**src/rtl/dfc_pkg.sv**
```systemverilog
`timescale 1ns / 1ps
package dfc_pkg;

	localparam logic OP_WRITE    = 1'b0;
	localparam logic OP_CLASSIFY = 1'b1;

	localparam logic [5:0] TREES_RESET = 6'd22;

	typedef struct packed {
		logic               operation;
		logic [4:0]         tree_index;
		logic [7:0]         node_index;
		logic [2:0]         node_feature;
		logic signed [31:0] node_threshold;
		logic [7:0]         node_left;
		logic [7:0]         node_right;
		logic [2:0]         node_class;
		logic signed [31:0] rr_gap;
		logic signed [31:0] peak_level;
		logic signed [31:0] beat_spread;
		logic signed [31:0] beat_power;
	} item_t;

	typedef struct packed {
		logic [2:0] predicted_class;
		logic [5:0] winning_votes;
		logic       walk_limit_hit;
	} result_t;

	typedef struct packed {
		logic [2:0]         feature;
		logic signed [31:0] threshold;
		logic [7:0]         left;
		logic [7:0]         right;
		logic [2:0]         leaf_class;
	} node_t;

	typedef enum logic [2:0] {
		ST_IDLE,
		ST_FETCH,
		ST_EVAL,
		ST_SCAN,
		ST_DONE
	} state_t;

	typedef struct packed {
		logic mem_write;
		logic start;
		logic rd_en;
		logic vote;
		logic drop;
		logic step;
		logic scan;
		logic deliver;
	} cmd_t;

	typedef struct packed {
		logic op_classify;
		logic count_zero;
		logic leaf;
		logic drop;
		logic last_tree;
		logic scan_last;
		logic out_free;
	} sts_t;

endpackage

```
**src/rtl/dfc_ctrl.sv**
```systemverilog
`timescale 1ns / 1ps
module dfc_ctrl (
	input  logic          clk,
	input  logic          arst_n,
	input  logic          item_valid,
	output logic          item_stall,
	input  dfc_pkg::sts_t sts,
	output dfc_pkg::cmd_t cmd
);

	dfc_pkg::state_t state_q, state_d;

	always_ff @(posedge clk or negedge arst_n) begin
		if (!arst_n) begin
			state_q <= dfc_pkg::ST_IDLE;
		end else begin
			state_q <= state_d;
		end
	end

	always_comb begin
		state_d    = state_q;
		cmd        = '0;
		item_stall = (state_q != dfc_pkg::ST_IDLE);
		unique case (state_q)
			dfc_pkg::ST_IDLE: begin
				if (item_valid) begin
					if (sts.op_classify) begin
						cmd.start = 1'b1;
						state_d   = dfc_pkg::ST_FETCH;
					end else begin
						cmd.mem_write = 1'b1;
						state_d       = dfc_pkg::ST_DONE;
					end
				end
			end
			dfc_pkg::ST_FETCH: begin
				// With no tree in use the walk is skipped and all counts stay zero.
				if (sts.count_zero) begin
					state_d = dfc_pkg::ST_SCAN;
				end else begin
					cmd.rd_en = 1'b1;
					state_d   = dfc_pkg::ST_EVAL;
				end
			end
			dfc_pkg::ST_EVAL: begin
				if (sts.leaf || sts.drop) begin
					cmd.vote = sts.leaf;
					cmd.drop = !sts.leaf;
					state_d  = sts.last_tree ? dfc_pkg::ST_SCAN : dfc_pkg::ST_FETCH;
				end else begin
					cmd.step = 1'b1;
					state_d  = dfc_pkg::ST_FETCH;
				end
			end
			dfc_pkg::ST_SCAN: begin
				cmd.scan = 1'b1;
				if (sts.scan_last) begin
					state_d = dfc_pkg::ST_DONE;
				end
			end
			dfc_pkg::ST_DONE: begin
				if (sts.out_free) begin
					cmd.deliver = 1'b1;
					state_d     = dfc_pkg::ST_IDLE;
				end
			end
			default: begin
				state_d = dfc_pkg::ST_IDLE;
			end
		endcase
	end

endmodule

```
**config.mk**
```make
export PLATFORM = sky130hd
export DESIGN_NAME = dfc_ctrl
export DESIGN_NICKNAME = d
export VERILOG_FILES = /design/src/rtl/dfc_pkg.sv /design/src/rtl/dfc_ctrl.sv
export SDC_FILE = /design/constraint.sdc
export NUM_CORES = 1
export LEC_CHECK = 0
export ABC_AREA = 1
export BUFFER_PORTS_ARGS = -buffer_cell sky130_fd_sc_hd__clkbuf_2
export CAP_MARGIN = 20
export CORE_AREA = 2 2 39 41
export DETAILED_ROUTE_END_ITERATION = 10
export DIE_AREA = 0 0 41 43
export PLACE_DENSITY_LB_ADDON = 0.3
export REMOVE_ABC_BUFFERS = 1
export SETUP_SLACK_MARGIN = 0.2
export SLEW_MARGIN = 20
export SYNTH_ARGS = -nofsm -noshare
export SYNTH_HDL_FRONTEND = slang
export SYNTH_SLANG_ARGS = --single-unit
```
**constraint.sdc**
```tcl
create_clock -name clk -period 2.1 [get_ports clk]
set_input_delay 0.21 -clock clk [delete_from_list [all_inputs] [get_ports clk]]
set_output_delay 0.21 -clock clk [all_outputs]
set_load 0.02 [all_outputs]
```
==> flow_metrics.py <==
metrics = {
    "clocking": {
        "cts.repair.resized": 0,
        "clock-root-buffer": "clkbuf_4",
        "post-cts-setup-buffer-count": 0,
        "numCtsBuffers": 3,
        "cts_tree": "done",
        "clk_pin_slew_ns": 0.04,
        "clkSinkCount": 3,
        "htreeDepth": 1,
        "insertion_delay_ns": 0.23,
        "clockBufferDepth": 2,
    },
    "floorplan": {
        "die_w_um": 41,
        "coreArea_mm2": 0.00138,
        "die-height_um": 43,
        "num_io_pins": 19,
        "rows": 14,
        "die_area_mm2": 0.00176,
        "start_util_pct": 18.3,
    },
    "grt": {
        "grt_pass1_vias": 337,
        "grt.total_usage_pct": 9.95,
        "grt_pass1_wl_um": 1180,
        "antenna_found_initial": 0,
        "grt_remaining_overflow": 0,
        "grt_max_degree": 7,
    },
    "sta": {
        "finClkSkew_ns": 0.00410,
        "fmax_ghz": 0.656,
        "rsz0062_at_grt": "no",
        "fin_tns_setup_ns": 0,
        "tightest_slew_ns": 0.234,
        "slew_violations": 0,
        "fin_crit_sh_pct": 72.6,
        "period_minus_slack_ns": 1.52,
        "hold_violations": 0,
        "final-setup-viol-count": 0,
        "maxSlewHeadroom_pct": 84.3,
    },
    "critical_path": {
        "worstPathRequired_ns": 1.89,
        "critPathKind": "flip-flop to output port",
        "arrival_ns": 1.31,
        "setup.worst_path.start_class": "flip-flop",
        "cp-end-kind": "output port",
        "cp_max_fo": 5,
        "reg2regPathDepth": 6,
    },
    "flow_run": {
        "cap_violations": 0,
    },
    "placement": {
        "placed_area_um2": 363,
        "hpwl_um": 599,
        "gp_congestion": 0.734,
        "portBuffers": 18,
    },
    "synth": {
        "synth-simple-area-share_pct": 49.0,
        "synth_cells": 43,
        "synth_warnings": 0,
        "ys_seq_area_share_pct": 29.7,
        "postSynthAreaPerCell_um2": 5.88,
        "synth_compound_area_share_pct": 4.95,
        "synth_cell_type_count": 12,
        "synth_fa_ha_area_share_pct": 0,
        "ys_ff_latch": 3,
        "muxShareOfSynthArea_pct": 0,
        "synth_top_family_by_area": "simple AND/OR/NAND/NOR gates",
        "mappedNetlistArea_um2": 253,
        "synth_xor_area_share_pct": 0,
    },
    "power_and_ir_drop": {
        "power.density_mw_per_mm2": 1180,
        "clkPwrFrac_pct": 21.2,
        "power.share.switching_pct": 49.2,
        "p_leak_uw": 0.000245,
        "fin_total_pwr_uw": 470,
        "ir_drop_mv": 0.401,
        "pwr-share-comb_pct": 53.5,
        "seqPwrFrac_pct": 25.3,
        "intPower_uw": 239,
        "p_switching_uw": 231,
    },
    "cells_and_area": {
        "final_nets": 77,
        "nFillCells": 161,
        "largest_reg_flops": 3,
        "area_growth_pct": 57.9,
        "drive_above_1_share_pct": 36.4,
        "reg.largest.list": "state_q x3",
        "final_cell_mix": "clkbuf_2, inv_1, nand2_1",
        "diodes": 0,
        "final_area_um2": 399,
        "register_area_um2": 75.1,
        "top_register": "state_q",
        "final_common_cell": "clkbuf_2",
        "multiInputGateArea_um2": 136,
    },
    "route": {
        "drcViolationCount": 0,
        "first_pass_iters": 4,
        "routedWlPerCell_um": 8.76,
        "vias_per_cell": 4.16,
        "drtIter0Drc": 2,
        "wirelength_um": 718,
        "antenna_left": 0,
        "vias": 341,
    },
    "min_path": {
        "min_path_type": "primary input to flip-flop",
        "whs_path_depth": 3,
    },
    "outcome": {
        "status": "complete, no violations",
    },
}
routing by layer:
metal,wire length (µm),track usage [%],part of all wire [%]
met5,0,0,0
met4,0,6.00,0
met3,63,3.14,8.8
met2,319,15.0,44
met1,336,11.6,47
cell type report:
cell class / count / area share, %
clock buffer: 4 / 6.58
inverter: 11 / 10.3
multi-input combinational: 29 / 34.2
sequential: 3 / 18.8
tap: 16 / 5.02
timing repair buffer: 19 / 25.1
synth_stat cells:
cell      number  share of area (%)
nand2_1        9                 13
nor3_1         1                2.0
nor2_4         1                4.5
a21oi_1        1                2.0
nor4_1         1                2.5
nand2_2        1                2.5
inv_1         10                 15
o211ai_1       1                3.0
inv_2          1                1.5
nand3_1        7                 14
nor2_1         7                 10
dfrtp_1        3                 30
power groups by stage:
stage	combinational [µW]	clock [µW]	sequential, µW
6_report	252	99.6	119
5_1_grt	281	113	123
4_1_cts	257	107	119
3_5_place_dp	255	0	120
3_3_place_gp	253	0	117
2_1_floorplan	183	0	110
cell families after synthesis:
kind of cell           Yosys count
AND/OR/NAND/NOR                 27
buffers and inverters           11
flip-flops                       3
AO/OA/AOI/OAI                    2
critical path, cell delays in order, from the launching register on:
cell and delay, ns:
dfrtp_1 0.43, inv_2 0.12, nand3_1 0.16, nor3_1 0.18
clkbuf_2 0.20
final timing paths:
kind	from	end	slack, ns
worst min register to register	state_q[2]$_DFFE_PN0P_	state_q[2]$_DFFE_PN0P_	0.65
worst max-delay path	state_q[2]$_DFFE_PN0P_	cmd[3]	0.58
worst max register to register	state_q[0]$_DFFE_PN0P_	state_q[0]$_DFFE_PN0P_	1.00
max in group asynchronous	arst_n	state_q[2]$_DFFE_PN0P_	1.69
min in group asynchronous	arst_n	state_q[1]$_DFFE_PN0P_	0.30
worst min-delay path	sts[2]	state_q[1]$_DFFE_PN0P_	0.24
per-stage QoR:
stage	hold WS (ns)	util, %	setup slack, ns	std cells
floorplan	-0.0856	-	0.718	43
global placement	0.0119	26.2	0.854	77
detailed placement	0.00735	26.2	0.797	77
CTS	0.232	28.8	0.546	82
global route	0.251	28.8	0.478	82
finish	0.236	28.8	0.575	82
what timing repair did:
action                                  in CTS  in global routing
endpoints found under the setup margin       0                  0
endpoints found under the hold margin        3                  0
hold buffers                                 1                  0
Power figures use the tool's default switching activity.
